==> config.mk <==
export PLATFORM = sky130hd
export DESIGN_NAME = log_record_deframer_crc32_flat
export DESIGN_NICKNAME = d
export VERILOG_FILES = /design/src/sv/rldc_pkg.sv /design/src/sv/rldc_channels.sv /design/src/sv/log_record_deframer_crc32.sv /design/src/sv/rldc_in_stage.sv /design/src/sv/rldc_core.sv /design/src/flat_wrapper.sv
export VERILOG_INCLUDE_DIRS = /design/src /design/src/sv
export SDC_FILE = /design/constraint.sdc
export NUM_CORES = 1
export LEC_CHECK = 0
export BUFFER_PORTS_ARGS = -buffer_cell sky130_fd_sc_hd__clkbuf_2
export CORE_MARGIN = 4
export CORE_UTILIZATION = 50
export CTS_CLUSTER_DIAMETER = 200
export DETAILED_ROUTE_END_ITERATION = 10
export HOLD_SLACK_MARGIN = 0.15
export PLACE_DENSITY = 0.68
export SYNTH_ARGS = -nofsm -noshare
export SYNTH_HDL_FRONTEND = slang
export SYNTH_SLANG_ARGS = --single-unit
export TNS_END_PERCENT = 100
==> constraint.sdc <==
create_clock -name clock -period 5.5 [get_ports clock]
set_clock_uncertainty 0.05 [all_clocks]
set_input_delay 0.55 -clock clock [delete_from_list [all_inputs] [get_ports clock]]
set_output_delay 0.55 -clock clock [all_outputs]
set_load 0.1 [all_outputs]
==> src/sv/log_record_deframer_crc32_defines.svh <==
// Assertion macros used by the record deframer core, rldc_core.
// Needs a clock named clock and an active-high reset named reset in scope.
`ifndef LOG_RECORD_DEFRAMER_CRC32_DEFINES_SVH
`define LOG_RECORD_DEFRAMER_CRC32_DEFINES_SVH

// Same-cycle implication.
`define RLDC_ASSERT_NOW(lbl, ante, cons) \
   lbl: assert property (@(posedge clock) disable iff (reset) (ante) |-> (cons)) \
      else $error("rldc assertion failed");

// Next-cycle implication.
`define RLDC_ASSERT_NEXT(lbl, ante, cons) \
   lbl: assert property (@(posedge clock) disable iff (reset) (ante) |=> (cons)) \
      else $error("rldc assertion failed");

`endif

==> src/sv/rldc_pkg.sv <==
// Types, codes and CRC helpers for the record deframer.
// No dependencies; the deframer modules import this package.
package rldc_pkg;

   localparam logic [31:0] LEN_FIELD_BYTES = 32'd4;
   localparam logic [31:0] RESET_MAX_LEN   = 32'd67108864;
   localparam logic [31:0] CRC_POLY        = 32'hEDB88320;
   localparam logic [31:0] CRC_INIT        = 32'hFFFFFFFF;

   typedef enum logic [2:0] {
      ROLE_CRC     = 3'd0,
      ROLE_TYPE    = 3'd1,
      ROLE_KLEN    = 3'd2,
      ROLE_VLEN    = 3'd3,
      ROLE_KEY     = 3'd4,
      ROLE_VALUE   = 3'd5,
      ROLE_IGNORED = 3'd6
   } role_type;

   typedef enum logic [2:0] {
      ST_BUSY    = 3'd0,
      ST_GOOD    = 3'd1,
      ST_BADCRC  = 3'd2,
      ST_TOOLONG = 3'd3,
      ST_TRUNC   = 3'd4,
      ST_STOPPED = 3'd5
   } status_type;

   typedef struct packed {
      logic [7:0] data_byte;
      logic       end_of_stream;
   } req_item_type;

   typedef struct packed {
      logic         valid;
      req_item_type item;
   } stage_type;

   typedef struct packed {
      logic [7:0]  byte_out;
      role_type    byte_role;
      logic [31:0] byte_index;
      logic [7:0]  record_kind;
      status_type  status;
   } rsp_item_type;

   // Reflected CRC-32, one byte.
   function automatic logic [31:0] crc_byte(input logic [31:0] crc, input logic [7:0] b);
      logic [31:0] c;
      c = crc ^ {24'd0, b};
      for (int i = 0; i < 8; i++) begin
         c = c[0] ? ((c >> 1) ^ CRC_POLY) : (c >> 1);
      end
      return c;
   endfunction

   // OR a byte into lane 0..3 of a little-endian word.
   function automatic logic [31:0] insert_byte(input logic [31:0] word, input logic [7:0] b,
                                               input logic [1:0] lane);
      return word | ({24'd0, b} << {lane, 3'b000});
   endfunction

endpackage

==> src/sv/rldc_channels.sv <==
// Channel interfaces: input byte, result and register write.
// No dependencies.
interface rldc_req_if;
   logic       valid;
   logic       ready;
   logic [7:0] data_byte;
   logic       end_of_stream;
   modport source (output valid, output data_byte, output end_of_stream, input ready);
   modport sink (input valid, input data_byte, input end_of_stream, output ready);
endinterface

interface rldc_rsp_if;
   logic        valid;
   logic        ready;
   logic [7:0]  byte_out;
   logic [2:0]  byte_role;
   logic [31:0] byte_index;
   logic [7:0]  record_kind;
   logic [2:0]  status;
   modport source (output valid, output byte_out, output byte_role, output byte_index,
                   output record_kind, output status, input ready);
   modport sink (input valid, input byte_out, input byte_role, input byte_index,
                 input record_kind, input status, output ready);
endinterface

interface rldc_csr_if;
   logic        valid;
   logic        ready;
   logic [31:0] data;
   modport source (output valid, output data, input ready);
   modport sink (input valid, input data, output ready);
endinterface

==> src/sv/log_record_deframer_crc32.sv <==
// Log record deframer with CRC-32 check.
// req_if: one stream byte per transaction, end_of_stream flags the last byte.
// rsp_if: one result per byte: byte passed through, its role, its index in the
//   field, the record type byte and a status code (busy, good, crc
//   mismatch, length too large, truncated, stopped).
// csr_if: write of max_field_length; always ready, write only while idle.
// Path: an accepted byte goes to the input register, then its result to the
//   result register. Throughput: one byte per cycle while rsp_ready is high;
//   the per-byte CRC update and field count sit between those two registers.
// Stall: when rsp_ready is low the result register holds, the input register
//   takes one more byte if it is empty, then req_ready drops until the result is taken.
// Reset: synchronous; clears the parser to the start of a record, the limit
//   to 67108864 bytes and both registers to empty. After a stop every later
//   byte is reported as ignored until reset.
// Depends on rldc_pkg, rldc_channels, rldc_in_stage and rldc_core.
module log_record_deframer_crc32 (
   input logic        clock,
   input logic        reset,
   rldc_req_if.sink   req_if,
   rldc_rsp_if.source rsp_if,
   rldc_csr_if.sink   csr_if
);
   import rldc_pkg::*;

   req_item_type req_item;
   stage_type    stage;
   rsp_item_type rsp_item;
   logic         take;
   logic         req_ready;
   logic         rsp_valid;
   logic         csr_ready;

   assign req_item.data_byte     = req_if.data_byte;
   assign req_item.end_of_stream = req_if.end_of_stream;
   assign req_if.ready           = req_ready;

   rldc_in_stage u_in_stage (
      .clock     (clock),
      .reset     (reset),
      .req_valid (req_if.valid),
      .req_item  (req_item),
      .req_ready (req_ready),
      .take      (take),
      .stage     (stage)
   );

   rldc_core u_core (
      .clock     (clock),
      .reset     (reset),
      .stage     (stage),
      .take      (take),
      .csr_valid (csr_if.valid),
      .csr_data  (csr_if.data),
      .csr_ready (csr_ready),
      .rsp_ready (rsp_if.ready),
      .rsp_valid (rsp_valid),
      .rsp_item  (rsp_item)
   );

   assign csr_if.ready       = csr_ready;
   assign rsp_if.valid       = rsp_valid;
   assign rsp_if.byte_out    = rsp_item.byte_out;
   assign rsp_if.byte_role   = rsp_item.byte_role;
   assign rsp_if.byte_index  = rsp_item.byte_index;
   assign rsp_if.record_kind = rsp_item.record_kind;
   assign rsp_if.status      = rsp_item.status;

endmodule

==> src/sv/rldc_in_stage.sv <==
// Input register for the record deframer: holds one accepted byte transaction.
// Depends on rldc_pkg.
module rldc_in_stage (
   input  logic                 clock,
   input  logic                 reset,
   input  logic                 req_valid,
   input  rldc_pkg::req_item_type req_item,
   output logic                 req_ready,
   input  logic                 take,
   output rldc_pkg::stage_type  stage
);
   import rldc_pkg::*;

   logic         valid_ff, valid_in;
   req_item_type item_ff, item_in;

   always_comb begin
      req_ready = !valid_ff || take;
      valid_in  = valid_ff;
      item_in   = item_ff;
      if (take) begin
         valid_in = 1'b0;
      end
      if (req_valid && req_ready) begin
         valid_in = 1'b1;
         item_in  = req_item;
      end
      stage.valid = valid_ff;
      stage.item  = item_ff;
   end

   always_ff @(posedge clock) begin
      if (reset) begin
         valid_ff <= 1'b0;
      end else begin
         valid_ff <= valid_in;
      end
   end

   always_ff @(posedge clock) begin
      item_ff <= item_in;
   end

endmodule

==> src/sv/rldc_core.sv <==
// Record parser, CRC check and result register for the record deframer.
// Depends on rldc_pkg and log_record_deframer_crc32_defines.svh.
`include "log_record_deframer_crc32_defines.svh"

module rldc_core (
   input  logic                  clock,
   input  logic                  reset,
   input  rldc_pkg::stage_type   stage,
   output logic                  take,
   input  logic                  csr_valid,
   input  logic [31:0]           csr_data,
   output logic                  csr_ready,
   input  logic                  rsp_ready,
   output logic                  rsp_valid,
   output rldc_pkg::rsp_item_type rsp_item
);
   import rldc_pkg::*;

   role_type     phase_ff, phase_in;
   logic [31:0]  cnt_ff, cnt_in;
   logic [31:0]  exp_ff, exp_in;
   logic [31:0]  klen_ff, klen_in;
   logic [31:0]  vlen_ff, vlen_in;
   logic [31:0]  crc_ff, crc_in;
   logic [7:0]   kind_ff, kind_in;
   logic         halted_ff, halted_in;
   logic [31:0]  max_ff, max_in;
   logic         rsp_valid_ff, rsp_valid_in;
   rsp_item_type rsp_ff, rsp_in;

   logic [7:0]   b;
   logic [31:0]  cnt_inc;
   logic [31:0]  vlen_new;
   logic         done;
   status_type   status;
   logic         hdr_phase;
   logic         rsp_stopped;
   logic         rsp_ignored;

   assign csr_ready = 1'b1;
   assign rsp_valid = rsp_valid_ff;
   assign rsp_item  = rsp_ff;
   assign take      = stage.valid && (!rsp_valid_ff || rsp_ready);

   assign hdr_phase   = (phase_ff == ROLE_CRC) || (phase_ff == ROLE_KLEN) ||
                        (phase_ff == ROLE_VLEN);
   assign rsp_stopped = (rsp_ff.status == ST_STOPPED);
   assign rsp_ignored = (rsp_ff.byte_role == ROLE_IGNORED);

   always_comb begin
      phase_in     = phase_ff;
      cnt_in       = cnt_ff;
      exp_in       = exp_ff;
      klen_in      = klen_ff;
      vlen_in      = vlen_ff;
      crc_in       = crc_ff;
      kind_in      = kind_ff;
      halted_in    = halted_ff;
      max_in       = max_ff;
      rsp_valid_in = rsp_valid_ff;
      rsp_in       = rsp_ff;
      b            = stage.item.data_byte;
      cnt_inc      = cnt_ff + 32'd1;
      vlen_new     = insert_byte(vlen_ff, b, cnt_ff[1:0]);
      done         = 1'b0;
      status       = ST_BUSY;

      if (csr_valid) begin
         max_in = csr_data;
      end
      if (rsp_ready) begin
         rsp_valid_in = 1'b0;
      end

      if (take) begin
         rsp_valid_in    = 1'b1;
         rsp_in.byte_out = b;
         if (halted_ff) begin
            rsp_in.byte_role   = ROLE_IGNORED;
            rsp_in.byte_index  = 32'd0;
            rsp_in.record_kind = 8'd0;
            rsp_in.status      = ST_STOPPED;
         end else begin
            if (phase_ff != ROLE_CRC) begin
               crc_in = crc_byte(crc_ff, b);
            end
            unique case (phase_ff)
               ROLE_CRC: begin
                  exp_in = insert_byte(exp_ff, b, cnt_ff[1:0]);
                  cnt_in = cnt_inc;
                  if (cnt_inc == LEN_FIELD_BYTES) begin
                     phase_in = ROLE_TYPE;
                     cnt_in   = 32'd0;
                  end
               end
               ROLE_TYPE: begin
                  kind_in  = b;
                  phase_in = ROLE_KLEN;
                  cnt_in   = 32'd0;
               end
               ROLE_KLEN: begin
                  klen_in = insert_byte(klen_ff, b, cnt_ff[1:0]);
                  cnt_in  = cnt_inc;
                  if (cnt_inc == LEN_FIELD_BYTES) begin
                     phase_in = ROLE_VLEN;
                     cnt_in   = 32'd0;
                  end
               end
               ROLE_VLEN: begin
                  vlen_in = vlen_new;
                  cnt_in  = cnt_inc;
                  if (cnt_inc == LEN_FIELD_BYTES) begin
                     cnt_in = 32'd0;
                     if (klen_ff > max_ff || vlen_new > max_ff) begin
                        status    = ST_TOOLONG;
                        halted_in = 1'b1;
                     end else if (klen_ff != 32'd0) begin
                        phase_in = ROLE_KEY;
                     end else if (vlen_new != 32'd0) begin
                        phase_in = ROLE_VALUE;
                     end else begin
                        done = 1'b1;
                     end
                  end
               end
               ROLE_KEY: begin
                  cnt_in = cnt_inc;
                  if (cnt_inc == klen_ff) begin
                     cnt_in = 32'd0;
                     if (vlen_ff != 32'd0) begin
                        phase_in = ROLE_VALUE;
                     end else begin
                        done = 1'b1;
                     end
                  end
               end
               default: begin
                  cnt_in = cnt_inc;
                  if (cnt_inc == vlen_ff) begin
                     cnt_in = 32'd0;
                     done   = 1'b1;
                  end
               end
            endcase

            rsp_in.byte_role   = phase_ff;
            rsp_in.byte_index  = cnt_ff;
            rsp_in.record_kind = kind_in;

            if (done) begin
               if (~crc_in == exp_ff) begin
                  status = ST_GOOD;
               end else begin
                  status    = ST_BADCRC;
                  halted_in = 1'b1;
               end
               phase_in = ROLE_CRC;
               cnt_in   = 32'd0;
               exp_in   = 32'd0;
               klen_in  = 32'd0;
               vlen_in  = 32'd0;
               crc_in   = CRC_INIT;
               kind_in  = 8'd0;
            end
            if (stage.item.end_of_stream) begin
               if (status == ST_BUSY) begin
                  status = ST_TRUNC;
               end
               halted_in = 1'b1;
            end
            rsp_in.status = status;
         end
      end
   end

   always_ff @(posedge clock) begin
      if (reset) begin
         phase_ff     <= ROLE_CRC;
         cnt_ff       <= 32'd0;
         exp_ff       <= 32'd0;
         klen_ff      <= 32'd0;
         vlen_ff      <= 32'd0;
         crc_ff       <= CRC_INIT;
         kind_ff      <= 8'd0;
         halted_ff    <= 1'b0;
         max_ff       <= RESET_MAX_LEN;
         rsp_valid_ff <= 1'b0;
      end else begin
         phase_ff     <= phase_in;
         cnt_ff       <= cnt_in;
         exp_ff       <= exp_in;
         klen_ff      <= klen_in;
         vlen_ff      <= vlen_in;
         crc_ff       <= crc_in;
         kind_ff      <= kind_in;
         halted_ff    <= halted_in;
         max_ff       <= max_in;
         rsp_valid_ff <= rsp_valid_in;
      end
   end

   always_ff @(posedge clock) begin
      rsp_ff <= rsp_in;
   end

   `RLDC_ASSERT_NEXT(a_halt_sticky, halted_ff, halted_ff)
   `RLDC_ASSERT_NOW(a_hdr_count, hdr_phase, cnt_ff < LEN_FIELD_BYTES)
   `RLDC_ASSERT_NOW(a_kind_clear, phase_ff == ROLE_CRC, kind_ff == 8'd0)
   `RLDC_ASSERT_NOW(a_stop_role, rsp_valid_ff, rsp_stopped == rsp_ignored)

endmodule
==> src/flat_wrapper.sv <==
// flat-port wrapper written by rule: the top's interface ports become plain ports
module log_record_deframer_crc32_flat import rldc_pkg::*;
  (clock, reset, req_if_valid, req_if_data_byte, req_if_end_of_stream, req_if_ready, rsp_if_valid, rsp_if_byte_out, rsp_if_byte_role, rsp_if_byte_index, rsp_if_record_kind, rsp_if_status, rsp_if_ready, csr_if_valid, csr_if_data, csr_if_ready);
  rldc_req_if req_if_i ();
  rldc_rsp_if rsp_if_i ();
  rldc_csr_if csr_if_i ();
  input logic clock;
  input logic reset;
  input wire logic [$bits(req_if_i.valid)-1:0] req_if_valid;
  input wire logic [$bits(req_if_i.data_byte)-1:0] req_if_data_byte;
  input wire logic [$bits(req_if_i.end_of_stream)-1:0] req_if_end_of_stream;
  output wire logic [$bits(req_if_i.ready)-1:0] req_if_ready;
  output wire logic [$bits(rsp_if_i.valid)-1:0] rsp_if_valid;
  output wire logic [$bits(rsp_if_i.byte_out)-1:0] rsp_if_byte_out;
  output wire logic [$bits(rsp_if_i.byte_role)-1:0] rsp_if_byte_role;
  output wire logic [$bits(rsp_if_i.byte_index)-1:0] rsp_if_byte_index;
  output wire logic [$bits(rsp_if_i.record_kind)-1:0] rsp_if_record_kind;
  output wire logic [$bits(rsp_if_i.status)-1:0] rsp_if_status;
  input wire logic [$bits(rsp_if_i.ready)-1:0] rsp_if_ready;
  input wire logic [$bits(csr_if_i.valid)-1:0] csr_if_valid;
  input wire logic [$bits(csr_if_i.data)-1:0] csr_if_data;
  output wire logic [$bits(csr_if_i.ready)-1:0] csr_if_ready;
  assign req_if_i.valid = req_if_valid;
  assign req_if_i.data_byte = req_if_data_byte;
  assign req_if_i.end_of_stream = req_if_end_of_stream;
  assign req_if_ready = req_if_i.ready;
  assign rsp_if_valid = rsp_if_i.valid;
  assign rsp_if_byte_out = rsp_if_i.byte_out;
  assign rsp_if_byte_role = rsp_if_i.byte_role;
  assign rsp_if_byte_index = rsp_if_i.byte_index;
  assign rsp_if_record_kind = rsp_if_i.record_kind;
  assign rsp_if_status = rsp_if_i.status;
  assign rsp_if_i.ready = rsp_if_ready;
  assign csr_if_i.valid = csr_if_valid;
  assign csr_if_i.data = csr_if_data;
  assign csr_if_ready = csr_if_i.ready;
  log_record_deframer_crc32 u_core (.clock(clock), .reset(reset), .req_if(req_if_i), .rsp_if(rsp_if_i), .csr_if(csr_if_i));
endmodule
==> results of run 1 <==
## final cells by class
class	count	area share [%]
clock buffer	42	4.65
multi-input combinational	1554	53.9
timing repair buffer	180	5.84
sequential	269	30.8
inverter	67	1.29
tap	455	2.91
clock inverter	14	0.646
## flip-flops by register name, summed over array words and instances (netlist names), 3 cells and up
register,count
u_core.u_core.crc_ff,32
u_core.u_in_stage.stage,9
u_core.u_core.exp_ff,32
u_core.u_core.klen_ff,32
u_core.u_core.max_ff,32
u_core.u_core.cnt_ff,32
u_core.u_core.kind_ff,8
u_core.u_core.vlen_ff,32
u_core.u_core.phase_ff,3
u_core.u_core.rsp_item,54
## how the worst max path moves through the flow
stage          cells after the start                        end                      from  slack [ns]
3_5_place_dp                      10  u_core.u_core.phase_ff[2]   u_core.u_core.cnt_ff[3]        0.55
2_1_floorplan                      8   u_core.u_core.klen_ff[0]   u_core.u_core.rsp_valid        0.34
5_1_grt                           10  u_core.u_core.klen_ff[26]  u_core.u_core.cnt_ff[10]        0.18
4_1_cts                           10  u_core.u_core.phase_ff[2]   u_core.u_core.cnt_ff[3]        0.54
3_3_place_gp                      10  u_core.u_core.phase_ff[2]   u_core.u_core.cnt_ff[3]        0.57
6_report                          10  u_core.u_core.phase_ff[2]   u_core.u_core.cnt_ff[3]        0.41
## per-stage QoR
stage / setup slack [ns] / util (%)
global placement: 0.574 / 53.4
CTS: 0.542 / 56.7
detailed placement: 0.550 / 53.4
finish: 0.413 / 56.7
floorplan: 0.341 / -
global route: 0.183 / 56.7
## critical path, stage by stage, from the launching register on
cell and delay [ns]:
dfxtp_1 0.73, and4_1 0.43, nand4_1 0.66, nor3_1 0.72
nor3_1 0.12, or4_1 0.58, nor4_1 0.53, nand4_1 0.19
and2_4 0.21, o41a_1 0.45, a221o_1 0.30
## cell families after synthesis
| kind of cell | share of synthesized area (%) |
|---|---|
| muxes | 3.13 |
| other | 0.0216 |
| buffers and inverters | 5.19 |
| adders and majority gates | 4.68 |
| and+or+nand+nor | 24.5 |
| xor gates and xnor gates | 9.66 |
| DFF | 34.6 |
| AOI/OAI and AO/OA | 18.2 |
## power groups by stage
stage	Combinational [mW]	Clock, mW	Sequential [mW]
2_1_floorplan	0.351	0	2.25
3_3_place_gp	0.629	0	2.14
3_5_place_dp	0.640	0	2.14
4_1_cts	0.648	2.10	2.10
5_1_grt	0.697	2.20	2.10
6_report	0.653	2.08	2.10
## placed cells by master (no fill, tap or decap), drive strengths merged, types with 9 or more instances in the layout
master / instances
a31oi: 107
a2111oi: 10
ha: 65
nor2b: 129
clkinv: 12
xnor3: 14
nor3: 54
mux2i: 51
xnor2: 105
and2: 13
dfxtp: 206
o21ai: 60
o2111ai: 12
nand2: 186
and3: 21
or4: 14
o211ai: 43
edfxtp: 63
a21o: 38
nor2: 128
a21boi: 25
a21oi: 73
and4: 14
nand4: 52
or3: 9
nand4b: 9
xor2: 48
dlygate4sd3: 12
inv: 66
buf: 67
clkbuf: 143
nor4: 66
nand3: 72
## metal layers
metal	vias to the layer above	part of all wire [%]	track usage [%]
li1	7627	-	-
met1	8144	41	45.0
met2	830	45	53.2
met3	206	8.3	4.49
met4	0	5.6	15.9
met5	-	0	0
==> summary.txt, run 1 <==
outcome = finished clean
GRT Total Usage = 33.4%
CTS tree = built
1st-pass router iterations = 6
drt via density = 6.51
hold_sp = csr_if_data[17]
sequential power share = 43.4%
initial antenna violation count = 0
r2r startpoint = u_core.u_core.cnt_ff[3]
sequential element share of the synthesized area = 34.6%
count of flip-flops with a built-in enable after synthesis = 63
crit path max fanout = 16
Non-Filler Instances = 2581
Worst Hold Path EP = u_core.u_core.max_ff[17]
GP Congestion = 1.11
Die W = 194 microns
hold slack final = 0.162 ns
largest net degree at the start of global routing = 82
top cell type's share of synthesized area = 23.7%
Post-DP Area = 18400 sq um
hold path depth = 3
vias in the first global route = 16000
Worst Reg-to-Reg Cells = 10
Post-CTS Resized = 0
Initial Util = 50.5%
Avg Inst Size Synth = 8.46 sq um
Final period util = 92.5%
site row count = 68
RSZ-0062 raised after global routing = no
minimum clock period = 5.09 ns
post-route cell area = 19500 sq um
wire length per cell = 25.5 microns
Die Ht = 194 microns
Worst R2R End = u_core.u_core.phase_ff[2]
cell taking the most area after synthesis = dfxtp_1
Vias = 16800
FF+latch count, synth = 269
Hold/Removal Path Class = primary input to flip-flop
Ports = 103
Final Hold Viols = 0
insertion delay to the later sink of the worst-skew pair = 0.58 ns
initial drt markers = 1885
internal reg-to-reg setup slack = 0.41 ns
diode count = 0
synth warn = 0
gr ovfl total = 0
FILL cells = 3180
Post-Syn Nets = 2166
VDD IR max = 0.000239 V
share of layout cells above drive strength 1 = 12.1%
worst-margin pin slew = 1.04 ns
Clock Power Share = 43.1%
most numerous cell in the Yosys netlist = dfxtp_1
Sink Count = 269
NetSw = 1.32 mW
clock buffer depth = 3
LEAKAGE = 7.79 nW
post-route antenna net violation count = 0
Detailed Route WL = 65.7 mm
Layout Nets = 2213
Synth area leaders = dfxtp_1, edfxtp_1, xnor2_1
DP Cell Count = 2513
setup tns final = 0 ns
post-CTS setup buffers = 0
Num CTS Buffers = 30
fmax = 197 MHz
final slew viol count = 0
Worst Setup End Kind = flip-flop
Worst setup SP type = flip-flop
Syn-to-layout area delta = 12.4%
clk slew on worst S/H paths = 0.06 ns
Post-Syn Area = 17400 sq um
footprint of the multi-input gates = 10500 sq um
Max Cap Viol = 0
critical path type = flip-flop to flip-flop
Comb power frac = 13.5%
PortBufs = 101
power density over the cells = 247 nW/um^2
Final HPWL DP = 48.9 mm
CP required = 5.91 ns
Register Area = 6020 sq um
CTS root buffer = clkbuf_16
Post-route DRC = 0
htree depth = 1
Synth async-reset ratio = 0%
Post-synth top cells = dfxtp_1, nand2_1, clkbuf_1, nor2b_1, nor2_1
final setup fails = 0
first-pass GRT wire length = 99.2 mm
Total Power = 4.83 mW
die area = 37800 sq um
Netlist cell types = 82
Worst Path Arrival = 5.50 ns
internal power = 3.51 mW
Syn Inst Count = 2055
Net Sw Frac = 27.4%
Core ar. = 34500 sq um
Synth Flop Type = dfxtp_1
Slew headroom = 30.4%
cts hold-fix bufs = 12
No activity file was read; power rests on OpenSTA's default activity.
==> run 2: changes to the inputs <==
- CORE_UTILIZATION: 50 -> 56
- PLACE_DENSITY: 0.68 -> 0.77
- clock period: 5.5 -> 4.6 ns (I/O delays scaled with it)
==> summary.txt, run 2 (synthesis results as in run 1) <==
outcome = finished clean
Max Cap Viol = 0 (unchanged)
crit-path leading delay family = compound AO/OA/AOI/OAI gates
GRT Total Usage = 40.2% (+6.8 points)
Worst setup SP type = flip-flop
final slew viol count = 0 (unchanged)
NetSw = 1.63 mW (+24%)
met1 WL = 26.3 mm (-2.5%)
die area = 33900 sq um (-10%)
DP Cell Count = 2523 (+0.40%)
most frequent cells in the layout = dfxtp_1, nand2_1, buf_4
crit path max fanout = 23 (+7)
Sink Count = 269 (unchanged)
clk slew on worst S/H paths = 0.06 ns (about the same)
Detailed Route WL = 70.0 mm (+6.5%)
CP cell instances = buf_4 > and2_1 > buf_4 > a21o_1 > ha_1 > a21o_1 > a211oi_1 > a21oi_1 > nor4_1 > buf_4 > a32oi_1 > o21a_4 > o41a_1 > a221o_1
drt via density = 6.77 (+4.0%)
critical path type = flip-flop to flip-flop
GP Congestion = 1.05 (-5.2%)
CP required = 5.03 ns (-0.88 ns)
post-route antenna net violation count = 0 (unchanged)
Initial Util = 56.9% (+6.4 points)
CP max-delay cell = nor4_1
highest metal used = met4
Syn-to-layout area delta = 16.5%
Placement Setup Slack = 0.232 ns (-0.318 ns)
final setup fails = 0 (unchanged)
post-route cell area = 20300 sq um (+3.7%)
initial antenna violation count = 0 (unchanged)
WL met2 = 31.7 mm (+7.0%)
Comb power frac = 14.5% (+1.0 points)
max reg flops = 54 (unchanged)
hold slack final = 0.180 ns (+0.0180 ns)
Post-route DRC = 0 (unchanged)
Slew headroom = 26.7% (-3.6 points)
fin util = 66.3% (+9.5 points)
Worst Path Arrival = 4.79 ns (-0.71 ns)
Net Sw Frac = 28.4% (+1.0 points)
vias in the first global route = 17000 (+6.2%)
minimum clock period = 4.36 ns (-0.725 ns)
clock buffer depth = 3 (unchanged)
Vias = 17700 (+5.5%)
Final HPWL DP = 51.4 mm (+5.2%)
met3 routed WL = 7.26 mm (+33%)
internal power = 4.12 mW (+17%)
PnR worst setup slack = 0.239 ns (-0.175 ns)
worst-margin pin slew = 1.10 ns (+0.0619 ns)
gr ovfl total = 0 (unchanged)
VDD IR max = 0.000353 V (+48%)
Non-Filler Instances = 2618 (+1.4%)
Core ar. = 30600 sq um (-11%)
Final Hold Viols = 0 (unchanged)
Num CTS Buffers = 29 (-3.3%)
first-pass GRT wire length = 105 mm (+5.7%)
Total Power = 5.76 mW (+19%)
Worst Setup End Kind = flip-flop
1st-pass router iterations = 8 (+2)
fmax = 229 MHz (+17%)
CP bufs+invs = 3 (+3)
power density over the cells = 284 nW/um^2 (+15%)
htree depth = 1 (unchanged)
Final period util = 94.8% (+2.3 points)
sequential power share = 43.5% (about the same)
share of layout cells above drive strength 1 = 14.4% (+2.2 points)
insertion delay to the later sink of the worst-skew pair = 0.60 ns (+0.02 ns)
wire length per cell = 26.7 microns (+5.0%)
PortBufs = 101 (unchanged)
setup tns final = 0 ns (unchanged)
slowest stage delay, CP = 0.55 ns (-0.18 ns)
RSZ-0062 raised after global routing = no
post-CTS setup buffers = 0 (unchanged)
Clock Power Share = 42.0% (-1.1 points)
CTS root buffer = clkbuf_16
Hold/Removal Path Class = primary input to flip-flop
LEAKAGE = 8.24 nW (+5.8%)
most common cell after layout, fill and taps aside = dfxtp_1
Ports = 103 (unchanged)
Die W = 184 microns (-5.3%)
initial drt markers = 2647 (+40%)
largest net degree at the start of global routing = 68 (-17%)
Die Ht = 184 microns (-5.3%)
CP dominant cell by count = buf_4
site row count = 64 (-5.9%)
diode count = 0 (unchanged)
Post-DP Area = 18900 sq um (+2.6%)
Layout Nets = 2311 (+4.4%)
CTS tree = built
[run 2: changes by cell type in the layout (fill, tap and decap cells not counted), sizes merged]
| cell | before | now |
|---|---|---|
| clkbuf | 143 | 137 |
| clkinvlp | 1 | 2 |
| buf | 67 | 136 |
| bufinv | 2 | 3 |
| dlygate4sd3 | 12 | 42 |
| inv | 66 | 67 |
[run 2: worst paths after layout]
| check | startpoint | end | slack (ns) | cells past startpoint |
|---|---|---|---|---|
| worst max-delay path | u_core.u_core.cnt_ff[0] | u_core.u_core.phase_ff[2] | 0.24 | 14 |
| worst min-delay path | rsp_if_ready | u_core.u_core.rsp_valid | 0.18 | 4 |
| worst max register to register | u_core.u_core.cnt_ff[0] | u_core.u_core.phase_ff[2] | 0.24 | 14 |
| worst min register to register | u_core.u_core.kind_ff[0] | u_core.u_core.kind_ff[0] | 0.41 | 2 |
[run 2: power by group through the flow]
stage,clock (mW),sequential (mW),combinational [mW]
after detailed placement,0,2.55,0.784
after global routing,2.53,2.51,0.883
after CTS,2.41,2.50,0.817
final,2.42,2.50,0.837
after floorplan,0,2.69,0.420
after global placement,0,2.55,0.769
[run 2: per-layer routing]
| layer | up-vias | track usage [%] |
|---|---|---|
| met1 | 8440 | 51.6 |
| met5 | - | 0 |
| li1 | 7804 | - |
| met4 | 0 | 22.3 |
| met2 | 1202 | 64.8 |
| met3 | 284 | 6.45 |
[run 2: cell type report]
class	count	area, sq um
inverters	67	251
repair buffers	279	2010
clock buffers	36	782
clock inverters	17	185
flip-flops and latches	269	6020
well taps	396	495
fillers	2453	10300
multi-input cells	1554	10500
[run 2: worst register-to-register path, stage by stage (launching register included)]
cell,delay (ns)
dfxtp_1,0.33
buf_4,0.26
and2_1,0.38
buf_4,0.37
a21o_1,0.18
ha_1,0.24
a21o_1,0.17
a211oi_1,0.47
a21oi_1,0.15
nor4_1,0.55
buf_4,0.25
a32oi_1,0.11
o21a_4,0.28
o41a_1,0.16
a221o_1,0.30
[run 2: what timing repair did]
action,4_1_cts,5_1_grt
resized for setup,0,1
hold buffers,42,0
endpoints found under the hold margin,42,0
setup endpoints to repair,0,69
